**src/sv/rtp_header_parser_assert.svh**
```systemverilog
// Assertion macros used by the parser's result queue.
`ifndef RTP_HEADER_PARSER_ASSERT_SVH
`define RTP_HEADER_PARSER_ASSERT_SVH

// Condition holds on every clock edge out of reset.
`define RHP_ASSERT_ALW(lbl, clk, rst_n, cond, msg) \
    lbl: assert property (@(posedge clk) disable iff (!rst_n) (cond)) else $error(msg);

// Antecedent implies consequent in the same cycle.
`define RHP_ASSERT_IMP(lbl, clk, rst_n, ante, cons, msg) \
    lbl: assert property (@(posedge clk) disable iff (!rst_n) (ante) |-> (cons)) \
        else $error(msg);

// Antecedent implies consequent in the following cycle.
`define RHP_ASSERT_NXT(lbl, clk, rst_n, ante, cons, msg) \
    lbl: assert property (@(posedge clk) disable iff (!rst_n) (ante) |=> (cons)) \
        else $error(msg);

`endif

```
**src/sv/rhp_pkg.sv**
```systemverilog
// ----------------------------------------------------------------------------
// rhp_pkg
// Types and constants for the RTP fixed header parser.
// ----------------------------------------------------------------------------
package rhp_pkg;

    localparam logic [1:0] KIND_CSRC   = 2'd0;
    localparam logic [1:0] KIND_HDR    = 2'd1;
    localparam logic [1:0] KIND_SHORT  = 2'd2;
    localparam logic [1:0] KIND_TS_INC = 2'd3;

    localparam logic [6:0] HDR_FIXED = 7'd12;
    localparam logic [6:0] MS_BYTES  = 7'd8;

    typedef struct packed {
        logic [7:0] data_byte;
        logic       end_of_packet;
    } t_rhp_in;

    typedef struct packed {
        logic [1:0]  kind;
        logic [1:0]  version;
        logic        padding;
        logic        extension;
        logic [3:0]  source_count;
        logic        marker;
        logic [6:0]  pt_code;
        logic [15:0] sequence_res;
        logic [31:0] media_time;
        logic [31:0] sync_source;
        logic [63:0] word;
        logic        last;
    } t_rhp_out;

    // Results produced by one byte: first slot, then optional second slot.
    typedef struct packed {
        logic push0;
        logic push1;
    } t_rhp_push;

endpackage

```
**src/sv/rhp_decode.sv**
```systemverilog
// ----------------------------------------------------------------------------
// rhp_decode
// Byte-serial header field capture and result generation.
// ----------------------------------------------------------------------------
module rhp_decode (
    input  logic              i_clk,
    input  logic              i_rst_n,
    input  logic              i_accept,
    input  rhp_pkg::t_rhp_in  i_in,
    output rhp_pkg::t_rhp_push o_push,
    output rhp_pkg::t_rhp_out o_res0,
    output rhp_pkg::t_rhp_out o_res1
);
    import rhp_pkg::*;

    logic [6:0]  r_byte_pos, n_byte_pos;
    logic        r_done, n_done;
    logic [15:0] r_first, n_first;
    logic [15:0] r_seq, n_seq;
    logic [31:0] r_time, n_time;
    logic [31:0] r_ssrc, n_ssrc;
    logic [63:0] r_shift, n_shift;

    logic [3:0]  cc;
    logic [6:0]  hdr_len;
    logic        csrc_hit;
    logic        fin;
    logic        eop;
    logic        err;
    logic        active;
    t_rhp_out    res_csrc, res_hdr, res_err;

    assign eop     = i_in.end_of_packet;
    assign active  = i_accept && !r_done;
    assign cc      = (r_byte_pos == 7'd0) ? i_in.data_byte[3:0] : r_first[11:8];
    assign hdr_len = HDR_FIXED + {1'b0, cc, 2'b00};
    // CSRC words start at offset 12, so the fourth byte has position bits 11
    assign csrc_hit = (r_byte_pos >= HDR_FIXED) && (r_byte_pos < hdr_len)
                      && (r_byte_pos[1:0] == 2'b11);
    assign fin      = r_byte_pos == (hdr_len + MS_BYTES - 7'd1);
    assign err      = eop && !fin;

    always_comb begin
        n_shift    = {r_shift[55:0], i_in.data_byte};
        n_first    = r_first;
        n_seq      = r_seq;
        n_time     = r_time;
        n_ssrc     = r_ssrc;
        n_byte_pos = r_byte_pos;
        n_done     = r_done;
        if (i_accept) begin
            if (r_done) begin
                if (eop) begin
                    n_byte_pos = 7'd0;
                    n_done     = 1'b0;
                end
            end else begin
                if (r_byte_pos == 7'd0) begin
                    n_first = {i_in.data_byte, 8'h00};
                end else if (r_byte_pos == 7'd1) begin
                    n_first = {r_first[15:8], i_in.data_byte};
                end else if (r_byte_pos < 7'd4) begin
                    n_seq = n_shift[15:0];
                end else if (r_byte_pos < 7'd8) begin
                    n_time = n_shift[31:0];
                end else if (r_byte_pos < HDR_FIXED) begin
                    n_ssrc = n_shift[31:0];
                end
                if (eop) begin
                    n_byte_pos = 7'd0;
                end else begin
                    n_byte_pos = r_byte_pos + 7'd1;
                    n_done     = fin;
                end
            end
        end
    end

    always_comb begin
        // Filled results only occur at position 12 or later, when all
        // header registers hold their final values.
        res_csrc              = '0;
        res_csrc.kind         = KIND_CSRC;
        res_csrc.version      = r_first[15:14];
        res_csrc.padding      = r_first[13];
        res_csrc.extension    = r_first[12];
        res_csrc.source_count = r_first[11:8];
        res_csrc.marker       = r_first[7];
        res_csrc.pt_code      = r_first[6:0];
        res_csrc.sequence_res = r_seq;
        res_csrc.media_time   = r_time;
        res_csrc.sync_source  = r_ssrc;
        res_csrc.word         = {32'd0, n_shift[31:0]};

        res_hdr      = res_csrc;
        res_hdr.kind = KIND_HDR;
        res_hdr.word = n_shift;

        res_err      = '0;
        res_err.kind = ((r_byte_pos + 7'd1) < hdr_len) ? KIND_SHORT : KIND_TS_INC;
        res_err.last = 1'b1;
    end

    always_comb begin
        o_push.push0 = active && (csrc_hit || fin || err);
        o_push.push1 = active && csrc_hit && err;
        if (csrc_hit) begin
            o_res0 = res_csrc;
        end else if (fin) begin
            o_res0 = res_hdr;
        end else begin
            o_res0 = res_err;
        end
        o_res0.last = !(csrc_hit && err);
        o_res1      = res_err;
    end

    always_ff @(posedge i_clk) begin
        if (!i_rst_n) begin
            r_byte_pos <= '0;
            r_done     <= 1'b0;
            r_first    <= '0;
            r_seq      <= '0;
            r_time     <= '0;
            r_ssrc     <= '0;
            r_shift    <= '0;
        end else begin
            r_byte_pos <= n_byte_pos;
            r_done     <= n_done;
            r_first    <= n_first;
            r_seq      <= n_seq;
            r_time     <= n_time;
            r_ssrc     <= n_ssrc;
            if (active) begin
                r_shift <= n_shift;
            end
        end
    end

endmodule

```
**src/sv/rhp_out_fifo.sv**
```systemverilog
// ----------------------------------------------------------------------------
// rhp_out_fifo
// Four-entry result queue taking up to two results per cycle.
// ----------------------------------------------------------------------------
`include "rtp_header_parser_assert.svh"

module rhp_out_fifo (
    input  logic               i_clk,
    input  logic               i_rst_n,
    input  rhp_pkg::t_rhp_push i_push,
    input  rhp_pkg::t_rhp_out  i_res0,
    input  rhp_pkg::t_rhp_out  i_res1,
    output logic               o_nearly_full,
    output logic               o_valid,
    input  logic               i_stall,
    output rhp_pkg::t_rhp_out  o_data
);
    import rhp_pkg::*;

    localparam int DEPTH = 4;
    localparam int PW    = $clog2(DEPTH);
    localparam int CW    = $clog2(DEPTH + 1);

    t_rhp_out        r_mem [DEPTH];
    logic [PW-1:0]   r_wr, n_wr;
    logic [PW-1:0]   r_rd, n_rd;
    logic [CW-1:0]   r_count, n_count;
    logic            pop;

    assign o_valid       = r_count != '0;
    assign o_data        = r_mem[r_rd];
    assign pop           = o_valid && !i_stall;
    // Keep two slots free so any accepted byte fits
    assign o_nearly_full = r_count > CW'(DEPTH - 2);

    always_comb begin
        n_wr    = r_wr + PW'(i_push.push0) + PW'(i_push.push1);
        n_rd    = r_rd + PW'(pop);
        n_count = r_count + CW'(i_push.push0) + CW'(i_push.push1) - CW'(pop);
    end

    always_ff @(posedge i_clk) begin
        if (i_push.push0) begin
            r_mem[r_wr] <= i_res0;
        end
        if (i_push.push1) begin
            r_mem[r_wr + PW'(1)] <= i_res1;
        end
    end

    always_ff @(posedge i_clk) begin
        if (!i_rst_n) begin
            r_wr    <= '0;
            r_rd    <= '0;
            r_count <= '0;
        end else begin
            r_wr    <= n_wr;
            r_rd    <= n_rd;
            r_count <= n_count;
        end
    end

    `RHP_ASSERT_ALW(a_count_max, i_clk, i_rst_n, r_count <= CW'(DEPTH), "fifo overflow")
    `RHP_ASSERT_IMP(a_push_order, i_clk, i_rst_n, i_push.push1, i_push.push0, "second push alone")
    `RHP_ASSERT_IMP(a_room, i_clk, i_rst_n, i_push.push0, !o_nearly_full, "push without room")
    `RHP_ASSERT_NXT(a_drain, i_clk, i_rst_n, pop && !i_push.push0,
                    r_count == $past(r_count) - CW'(1), "count not reduced on pop")

endmodule

```
**src/sv/rtp_header_parser.sv**
```systemverilog
// A result is queued when its byte is accepted, behind any earlier results.
// Throughput: one byte per cycle; a byte causing two results (CSRC word plus
// an end-of-packet error) fills two slots of the four-entry result queue,
// which drains one result per cycle, so input stalls only under backpressure.
// Reset: synchronous active low; parser returns to byte 0, queue empties.
// ----------------------------------------------------------------------------
// rtp_header_parser
// Byte-serial RTP fixed header decoder with CSRC and timestamp results.
// ----------------------------------------------------------------------------
module rtp_header_parser (
    input  logic              i_clk,
    input  logic              i_rst_n,
    input  logic              i_in_valid,
    output logic              o_in_stall,
    input  rhp_pkg::t_rhp_in  i_in_data,
    output logic              o_out_valid,
    input  logic              i_out_stall,
    output rhp_pkg::t_rhp_out o_out_data
);
    import rhp_pkg::*;

    t_rhp_push push;
    t_rhp_out  res0, res1;
    logic      accept;
    logic      nearly_full;

    assign o_in_stall = nearly_full;
    assign accept     = i_in_valid && !nearly_full;

    rhp_decode u_decode (
        .i_clk    (i_clk),
        .i_rst_n  (i_rst_n),
        .i_accept (accept),
        .i_in     (i_in_data),
        .o_push   (push),
        .o_res0   (res0),
        .o_res1   (res1)
    );

    rhp_out_fifo u_fifo (
        .i_clk         (i_clk),
        .i_rst_n       (i_rst_n),
        .i_push        (push),
        .i_res0        (res0),
        .i_res1        (res1),
        .o_nearly_full (nearly_full),
        .o_valid       (o_out_valid),
        .i_stall       (i_out_stall),
        .o_data        (o_out_data)
    );

endmodule
```
**config.mk**
```make
export PLATFORM = sky130hd
export DESIGN_NAME = rtp_header_parser
export DESIGN_NICKNAME = d
export VERILOG_FILES = /design/src/sv/rhp_pkg.sv /design/src/sv/rhp_decode.sv /design/src/sv/rhp_out_fifo.sv /design/src/sv/rtp_header_parser.sv
export VERILOG_INCLUDE_DIRS = /design/src /design/src/sv
export SDC_FILE = /design/constraint.sdc
export NUM_CORES = 1
export LEC_CHECK = 0
export BUFFER_PORTS_ARGS = -buffer_cell sky130_fd_sc_hd__buf_2
export CAP_MARGIN = 20
export CORE_ASPECT_RATIO = 0.6
export CORE_UTILIZATION = 25
export DETAILED_ROUTE_END_ITERATION = 8
export PLACE_DENSITY_LB_ADDON = 0.08
export REMOVE_ABC_BUFFERS = 1
export SLEW_MARGIN = 20
export SYNTH_ARGS = -nofsm -noshare
export SYNTH_HDL_FRONTEND = slang
export SYNTH_SLANG_ARGS = --single-unit
```
**constraint.sdc**
```tcl
create_clock -name i_clk -period 7 [get_ports i_clk]
set_input_delay 0.35 -clock i_clk [delete_from_list [all_inputs] [get_ports i_clk]]
set_output_delay 0.35 -clock i_clk [all_outputs]
set_load 0.01 [all_outputs]
```
# Yosys cells after proc, flatten, opt, wreduce, memory -nomap -nowiden
# Memory sizes are Yosys's and may differ from the RTL's. A register that Yosys moved wholly into a read port is not among the register bits.
# Cells that the tools add are included.
# word_totals
out_inout_bits	165
mem_count	1
ramBits	652
in_bits	13
ff_bits	167
wordCells	82
# classes
n_reduce_logical	26
n_eq_ne	4
magnitude_cmp	7
muxes	17
bitwise_logic	5
add_sub_neg	11
# memory_table
name	words	word_bits	rd	rd_ports_with_merged_regs	wr	line_no	source
u_fifo.r_mem	4	163	1	1	2	rhp_out_fifo.sv:24	t_rhp_out r_mem [DEPTH];
# op_table
cell	n
$mux W163	2
$mux W7	3
$mux W16	1
$lt A7 B4 Y1 const B	2
$lt A7 B7 Y1	2
$logic_and A1 B1 Y1	10
$mux W1	8
$mux W8	1
$add A4 B6 Y7 const A	1
$add A7 B1 Y7 const B	1
$add A7 B4 Y7 const B	1
$eq A7 B1 Y1 const B	1
$eq A7 B7 Y1	1
$ge A7 B4 Y1 const B	1
$logic_not A7 Y1	1
$lt A7 B3 Y1 const B	1
$reduce_and A7 Y1	1
$sub A7 B1 Y7 const B	1
$add A2 B1 Y2	3
$add A3 B1 Y3	2
$reduce_and A3 Y1	2
$reduce_and A6 Y1	1
$logic_not A1 Y1	5
$not A1 Y1	5
12 further kinds	13

# Longest topological paths before layout
# Gate-level depths: netlist (run 1).
# logic_depth
ltp_word	13
mapped_depth	24
ltp_nobuf	19

# Modules after synthesis
# From an unflattened synthesis (run 1), not the netlist that was laid out.
# unflattened
cells_unflattened	2752
hier_area_um2	41048.1
# modules_own_cells
module	n_inst	cells_each	seq_area_each_um2	area_per_inst_um2
rhp_out_fifo	1	1618	19718.9	32075.8
rhp_decode	1	1133	3203.1	8958.6
rtp_header_parser	1	1	0.0	13.8

# Worst setup path after synthesis (run 1)
# No wires, ideal clock.
# synth_path
kind	register to register
from	register u_decode.r_byte_pos[4]
to	register u_fifo.r_count[2]
stages_incl_launch_ff	25
setup_slack_ps	1330
period_less_slack_ps	5670
t_arrival_ps	5542
path_buffers	6
required_time_ps	6872
setup_time_ps	128
path_cell_list	dfxtp_1 -> buf_4 -> nor3_4 -> nand3_1 -> clkbuf_1 -> nor3b_1 -> a31oi_1 -> ha_1 -> a2111oi_0 -> and4_1 -> a211oi_1 -> maj3_2 -> a221o_1 -> buf_2 -> nand2_1 -> buf_2 -> buf_2 -> buf_1 -> o21ai_0 -> ha_1 -> inv_1 -> fa_1 -> fa_1 -> xor2_1 -> nor2_1
# synth_via
elab_chain_cells	13
word_cells_on_any_way	20
classes_between	add/sub (6); order compare (2); eq/ne (1); mux (1); reduce/logical (10)
# synth_lines
element	line_no	source
start: declaration	rhp_decode.sv:16	logic [6:0] r_byte_pos, n_byte_pos;
start signal: assignment	rhp_decode.sv:128	r_byte_pos <= n_byte_pos;
$logic_not A7 Y1	rhp_decode.sv:35	assign cc = (r_byte_pos == 7'd0) ? i_in.data_byte[3:0] : r_first[11:8];
$mux W4	rhp_decode.sv:35	
$add A4 B6 Y7	rhp_decode.sv:36	assign hdr_len = HDR_FIXED + {1'b0, cc, 2'b00};
$add A7 B4 Y7	rhp_decode.sv:40	assign fin = r_byte_pos == (hdr_len + MS_BYTES - 7'd1);
$sub A7 B1 Y7	rhp_decode.sv:40	
$eq A7 B7 Y1	rhp_decode.sv:40	
$logic_not A1 Y1	rhp_decode.sv:41	assign err = eop && !fin;
$logic_and A1 B1 Y1	rhp_decode.sv:41	
$logic_or A1 B1 Y1	rhp_decode.sv:105	o_push.push0 = active && (csrc_hit || fin || err);
$logic_and A1 B1 Y1	rhp_decode.sv:105	
$add A3 B1 Y3	rhp_out_fifo.sv:39	n_count = r_count + CW'(i_push.push0) + CW'(i_push.push1) - CW'(pop);
$add A3 B1 Y3 (*)	rhp_out_fifo.sv:39	
$sub A3 B1 Y3 (*)	rhp_out_fifo.sv:39	
end signal: assignment	rhp_out_fifo.sv:59	r_count <= n_count;
end: declaration	rhp_out_fifo.sv:27	logic [CW-1:0] r_count, n_count;
# Mark *: on every way between the ends. The rest lies on a longest branch, timed or not.
# A chain may end at the register's enable or synchronous reset.

==> results of run 1 <==
==> layout make-up <==
cell class,count,area share [%]
clock buffers,130,6.82
inverters,142,1.40
multi-input cells,2115,38.6
well taps,1785,5.80
clock inverters,25,0.719
repair buffers,229,3.94
diodes,3,0.0195
flip-flops and latches,819,42.7
==> logic make-up after synthesis <==
group / share of synthesized area, %
AND/OR/NAND/NOR: 14.6
XOR/XNOR: 0.369
multiplexers: 11.3
AO/OA/AOI/OAI: 17.3
buffers and inverters: 6.19
flip-flops: 49.5
adder cells (fa/ha/maj): 0.743
==> per-layer routing <==
metal  global-route usage (%)  vias up  wire (µm)
li1                         -    12200          -
met1                     25.9    13000      61000
met2                     28.0      466      54300
met3                     2.61      127       4280
met4                     3.46        0       1870
met5                        0        -          0
==> state kept, by name (all words and copies together), names as in the netlist <==
| signal | cells |
|---|---|
| u_decode.r_byte_pos | 7 |
| u_fifo.r_count | 3 |
| u_fifo.r_rd | 2 |
| u_decode.r_done | 1 |
| u_decode.r_first | 16 |
| u_fifo.r_wr | 2 |
| u_decode.r_ssrc | 32 |
| u_fifo.r_mem | 652 |
| u_decode.r_time | 32 |
| u_decode.r_seq | 16 |
| u_decode.r_shift | 56 |
==> cells in the mapped netlist (4+ instances only) <==
library cell	n
buf_6	11
or3_1	4
nand3b_1	19
buf_2	39
buf_1	44
ha_1	14
a22oi_1	8
nand3_1	218
dfxtp_1	815
o31ai_1	129
nor4_1	5
and3_1	142
mux4_2	163
nor3b_1	4
and2_1	7
nor3_1	12
edfxtp_1	4
a31o_2	143
o21ai_0	218
nor2_1	34
xor2_1	6
nand2_1	615
a21oi_1	162
a22o_1	160
inv_1	142
xnor2_1	8
buf_4	10
clkbuf_1	255
==> worst max-delay path by stage <==
stage	depth (start not counted)	slack [ns]	startpoint	end
2_1_floorplan	13	-10.71	u_decode.r_byte_pos[4]	u_fifo.r_mem[1][33]
3_3_place_gp	15	1.18	u_decode.r_byte_pos[2]	u_fifo.r_mem[2][18]
3_5_place_dp	15	1.14	u_decode.r_byte_pos[2]	u_fifo.r_mem[2][140]
4_1_cts	15	1.08	u_decode.r_byte_pos[2]	u_fifo.r_mem[2][17]
5_1_grt	15	0.55	u_decode.r_byte_pos[2]	u_fifo.r_mem[2][12]
6_report	15	1.08	u_decode.r_byte_pos[2]	u_fifo.r_mem[2][18]
==> worst max-delay path: stages (launching register included) <==
cell and delay (ns):
dfxtp_1 0.44, nor2_1 0.27, nand3_1 0.53, nor3b_1 0.38, a31oi_1 0.12, ha_1 0.38
a2111oi_0 0.39, and4_1 0.24, a211oi_1 0.06, maj3_2 0.35, a221o_1 0.53, nand2_4 0.15
buf_12 0.69, buf_4 0.80, and3_1 0.27, a31o_2 0.09
==> power groups by stage <==
stage                     Sequential, mW  Combinational [mW]  Clock (mW)
after global placement              5.59                2.21           0
after global routing                5.55                2.38        5.17
after detailed placement            5.58                2.22           0
after floorplan                     5.62                1.36           0
final                               5.48                2.16        4.81
after CTS                           5.48                2.22        4.98
==> through the flow <==
stage                     setup WS (ns)  instances  area (µm²)
final                              1.08       5248       38500
after global routing              0.547       5246       38500
after CTS                          1.08       5245       38500
after detailed placement           1.14       5089       35600
after global placement             1.18       5089       35600
after floorplan                  -10.71       3076       31700
==> repair_timing <==
| item | CTS | global route |
|---|---|---|
| hold buffers | 1 | 0 |
| endpoints found under the setup margin | 0 | 0 |
| hold endpoints to repair | 3 | 0 |
==> results.md, run 1 <==
- Status: finished, final reports clean
- Clock skew: ~0.026 ns
- Crit start category: flop
- GRT Residual Overflow: 0
- Psw: 3.68 mW
- # rows: between 100 and 150
- Post_cts resized: 0
- Hold Path Cell Cnt: 3
- Chip height: about 280 µm
- Comb power frac: 17.3%
- CTS Buffer Depth: 3
- Crit path max fanout: roughly 190
- Clk sinks: about 800
- Core Area: around 130000 µm²
- Hold WS: between 0.08 and 0.09 ns
- Final period utilization: between 80% and 90%
- Worst Hold Class: in -> reg
- Seq/Total Area, Yosys: 49.5%
- Clk pwr share: around 39%
- Main synth FF type: dfxtp_1
- CP Capture Type: flop
- # DRC: 0
- Slew at the pin closest to its max-slew limit: roughly 1.2 ns
- Number of CTS-inserted buffers: slightly below 90
- Root buffer selected by CTS: clkbuf_16
- Initial antenna violation count: 3
- Clk_lat worst skew: 0.69 ns
- Synth Instances: between 3000 and 4000
- P_int: just under 9 mW
- Max-cap violations: 0
- Antenna Nets Post-Route: 0
- Area of the multi-input gates: 14800 µm²
- Starting Density: 25.2%
- Hold-critical path endpoint: u_decode.r_first[10]
- DRT iter0 DRCs: roughly 1500
- Largest net degree at the start of global routing: 190
- Top cell type's share of synthesized area: between 40% and 50%
- Fin nets: approximately 3400
- Headroom to the max-slew limit: just under 20%
- Die width: about 470 µm
- Tmin final: just under 6 ns
- Syn. warnings: 0
- Mean routed wirelength per cell: between 20 and 25 µm
- Commonest cells after routing, fill and taps aside: dfxtp_1, nand2_1, o21ai_0
- Routability-driven placement congestion ratio: 0.728
- Clock transition at path regs: about 0.070 ns
- Total number of vias: 25800
- RSZ-0062 raised after global routing: false
- Synth area leader: dfxtp_1
- R2R Path End: u_fifo.r_mem[2][18]
- Share of cells above drive strength 1: slightly above 20%
- Final Hold Vio Count: 0
- Setup bufs post-CTS: 0
- RR Startpoint: u_decode.r_byte_pos[2]
- Synth unique cells: 55
- R2r setup slk: between 1 and 1.5 ns
- Commonest non-fill, non-tap cell in the layout: dfxtp_1
- FF/Latch Area: around 16000 µm²
- Fillers: approximately 14000
- CP required: about 7.6 ns
- Hold path start: i_in_data[3]
- Synth Area per Inst: slightly below 10 µm²
- CTS tree: built
- Cell leakage power: 14.4 nW
- Pwr/cell area: 324 nW/µm²
- Hpwl dp: between 60 and 70 mm
- Post-synth EDFFs: 4
- Tot Pwr: between 10 and 15 mW
- Area grow syn2layout: 15.9%
- DRT Wirelength: 121 mm
- Top post-synthesis cells by area: dfxtp_1, mux4_2, nand2_1
- 1st-pass router iterations: 5
- Sequential share of power: a little over two fifths
- Async set-reset flop share out of synthesis: 0%
- Synth Cell Area: approximately 33000 µm²
- # H-tree levels: 3
- Full die area: 134000 µm²
- Final setup viols: 0
- Max Freq: roughly 170 MHz
- FF-to-FF path depth: 15
- First-pass GRT wire length: around 180 mm
- CP arrival: 6.53 ns
- Via density: about 4.9
- Vias in the first global route: between 20000 and 30000
- Net Sw Frac: between 20% and 30%
- Worst Setup Path Type: reg -> reg
- Setup TNS: 0 ns
- I/O Pins: between 150 and 200
- Maximum vdd drop: around 0.18 mV
- FF+latch count, synth: approximately 820
- Final slew viol count: 0
- Util after Layout: roughly 30%
- IO buf count: roughly 180
- Tot GR Track Use: 17.9%
Power figures use the tool's default switching activity.
==> inputs of run 2 (changes only) <==
Settings changed: ABC_AREA set to 1.
Clock period 7 ns to 5.47 ns, I/O delays scaled along.
==> results.md, run 2 <==
- Hold Path Cell Cnt: 3 (unchanged)
- Max-cap violations: 0 (unchanged)
- Largest net degree at the start of global routing: 188 (-1.1%)
- Hold path start: i_rst_n
- Worst Hold Class: in -> reg
- Starting Density: 25.3% (+0.12 points)
- FF/Latch Area: 16400 µm² (unchanged)
- Worst Setup Path Type: reg -> reg
- Full die area: 144000 µm² (+6.9%)
- Setup bufs post-CTS: 0 (unchanged)
- Slowest CP cell: nand3_4
- Vias in the first global route: 30400 (+17%)
- Area of the multi-input gates: 15500 µm² (+4.2%)
- Final Hold Vio Count: 0 (unchanged)
- Chip height: 294 µm (+3.4%)
- Die width: 488 µm (+3.4%)
- Cell leakage power: 17.3 nW (+21%)
- DRT Wirelength: 132 mm (+9.1%)
- Critical path's largest stage delay: 0.60 ns (-0.20 ns)
- Top post-synthesis cells by area: dfxtp_1, o21ai_0, nor2_1
- Root buffer selected by CTS: clkbuf_16
- I/O Pins: 178 (unchanged)
- Post-synth EDFFs: 4 (unchanged)
- Commonest non-fill, non-tap cell in the layout: dfxtp_1
- GRT Residual Overflow: 0 (unchanged)
- Synth Area per Inst: 7.36 µm² (-24%)
- Synth Cell Area: 35500 µm² (+6.9%)
- Count leader, synth: dfxtp_1
- Synth unique cells: 38 (-31%)
- Tmin final: 4.55 ns (-1.38 ns)
- Final instance area: 40800 µm² (+6.1%)
- Reg with most FFs: u_fifo.r_mem
- Seq/Total Area, Yosys: 46.3% (-3.2 points)
- Clk_lat worst skew: 0.70 ns (about the same)
- CTS Buffer Depth: 3 (unchanged)
- Max Freq: 220 MHz (+30%)
- Top post-synthesis cells by count: dfxtp_1, nor2_1, o21ai_0
- Maximum vdd drop: 0.238 mV (+35%)
- Initial antenna violation count: 6 (+3)
- Top cell type's share of synthesized area: 46.0% (-3.2 points)
- R2r setup slk: 0.92 ns (-0.15 ns)
- Util after Layout: 29.1% (-0.10 points)
- Synth area leader: dfxtp_1
- RSZ-0062 raised after global routing: false
- Final slew viol count: 0 (unchanged)
- Hold-critical path endpoint: u_decode.r_shift[0]
- Total number of vias: 31600 (+22%)
- First-pass GRT wire length: 200 mm (+11%)
- 1st-pass router iterations: 5 (unchanged)
- Core Area: 140000 µm² (+6.4%)
- FF-to-FF path depth: 20 (+5)
- CP arrival: 5.09 ns (-1.44 ns)
- Max reg flops: 652 (unchanged)
- Cells along the critical path: inv_1, ha_1, inv_2, nor2_4, nand2_2, nor2_1, nor2_1, inv_1, ha_1, o211a_1, nand3_2, nor2_4, inv_2, buf_4, nand2_2, nor2_4, nand3_4, buf_12, nand3_1, o21ai_1
- # DRC: 0 (unchanged)
- Post-DP Area: 37700 µm² (+5.9%)
- Fillers: 15400 (+12%)
- Final setup viols: 0 (unchanged)
- Syn. warnings: 0 (unchanged)
- IO buf count: 177 (unchanged)
- Clk sinks: 819 (unchanged)
- Async set-reset flop share out of synthesis: 0% (unchanged)
- Cell mode on critical path: nor2_4
- Crit path max fanout: 52 (-72%)
- R2R Path End: u_fifo.r_mem[1][127]
- CP required: 6.01 ns (-1.60 ns)
- Mean routed wirelength per cell: 19.7 µm (-15%)
- Commonest cells after routing, fill and taps aside: dfxtp_1, nor2_1, o21ai_0
- # H-tree levels: 3 (unchanged)
- Antenna Nets Post-Route: 0 (unchanged)
- RR Startpoint: u_decode.r_byte_pos[0]
- Clock transition at path regs: 0.06 ns (about the same)
- Fin nets: 4797 (+40%)
- Clock skew: 0.0295 ns (+0.00324 ns)
- Crit start category: flop
- DRT iter0 DRCs: 1873 (+22%)
- Tot GR Track Use: 18.3% (+0.44 points)
- Final period utilization: 83.1% (-1.5 points)
- Hpwl dp: 75.4 mm (+19%)
- Main synth FF type: dfxtp_1
- Status: finished, final reports clean
- Synth Instances: 4825 (+40%)
- Top Registers: u_fifo.r_mem: 652 flops, u_decode.r_shift: 56 flops
- Share of cells above drive strength 1: 11.5% (-8.8 points)
- CP Capture Type: flop
- Slew at the pin closest to its max-slew limit: 1.49 ns (+0.289 ns)
- Pwr/cell area: 427 nW/µm² (+32%)
- Routability-driven placement congestion ratio: 0.760 (+4.4%)
- CTS tree: built
- Number of CTS-inserted buffers: 91 (+2.2%)
- # rows: 106 (+2.9%)
- Area grow syn2layout: 15.0%
- Via density: 4.69 (-4.5%)
- Headroom to the max-slew limit: 0.398% (-19 points)
- FF+latch count, synth: 819 (unchanged)
run 2: cell types whose count changed after synthesis, moves of 160 or more:
cell     change
o22ai_1    +162
mux4_2     -163
nand3_1    +256
inv_1      +300
a22o_1     -160
o21ai_0    +466
o21ai_1    +189
nor2_1     +712
run 2: cells by family after synthesis:
kind of cell,count (synthesis),share of synthesized area [%]
compound gates,1251,18.6
xor+xnor,10,0.247
fa+ha+maj,17,0.663
buf+inv,852,10.4
flops,819,46.3
simple gates,1876,23.7
run 2: layout make-up:
cell class	count	area share (%)
inverters	454	4.21
multi-input cells	3154	37.9
clock inverters	22	0.616
diodes	3	0.0184
well taps	1890	5.80
clock buffers	141	6.83
repair buffers	247	4.36
flip-flops and latches	819	40.3
run 2: metal layers:
| layer | GRT usage, % | vias to the layer above | routed length (µm) | part of all wire [%] |
|---|---|---|---|---|
| li1 | - | 15800 | - | - |
| met1 | 27.4 | 15100 | 69700 | 53 |
| met2 | 27.3 | 571 | 55100 | 42 |
| met3 | 2.55 | 150 | 5080 | 3.8 |
| met4 | 4.11 | 0 | 2580 | 1.9 |
| met5 | 0 | - | 0 | 0 |
run 2: worst max-delay path, delay by kind of cell, from the launching register on:
kind            cells  cell delay, ns
fa+ha+maj           2            0.58
buf+inv             6            1.27
simple gates       10            1.74
flops               1            0.44
compound gates      2            0.30
run 2: worst max path at each step:
stage,from,end,slack [ns]
5_1_grt,u_decode.r_byte_pos[0],u_fifo.r_mem[1][16],0.57
4_1_cts,u_decode.r_byte_pos[0],u_fifo.r_mem[1][25],0.92
3_3_place_gp,u_decode.r_byte_pos[0],u_fifo.r_count[2],0.97
6_report,u_decode.r_byte_pos[0],u_fifo.r_mem[1][127],0.92
2_1_floorplan,u_fifo.r_rd[0],o_out_data[0],-7.79
3_5_place_dp,u_decode.r_byte_pos[0],u_fifo.r_mem[1][25],0.96
run 2: repair_timing:
| item | CTS | global route |
|---|---|---|
| resized for setup | 0 | 0 |
| hold buffers | 9 | 0 |
| hold endpoints to repair | 21 | 0 |
run 2: through the flow:
step | TNS, ns | power (mW) | std cells | setup WS (ns) | hold WS [ns]
2_1_floorplan | -2044.30 | 9.21 | 4427 | -7.79 | 0.367
3_3_place_gp | 0 | 11.3 | 6555 | 0.968 | 0.441
3_5_place_dp | 0 | 11.3 | 6555 | 0.957 | 0.444
4_1_cts | 0 | 17.8 | 6727 | 0.918 | 0.0503
5_1_grt | 0 | 18.4 | 6728 | 0.566 | 0.0962
6_report | 0 | 17.4 | 6730 | 0.924 | 0.109
run 2: report_power, final:
group	total, mW	switching, mW	internal (mW)
Combinational	4.49	3.21	1.28
Sequential	6.57	0.255	6.32
Clock	6.38	2.69	3.69
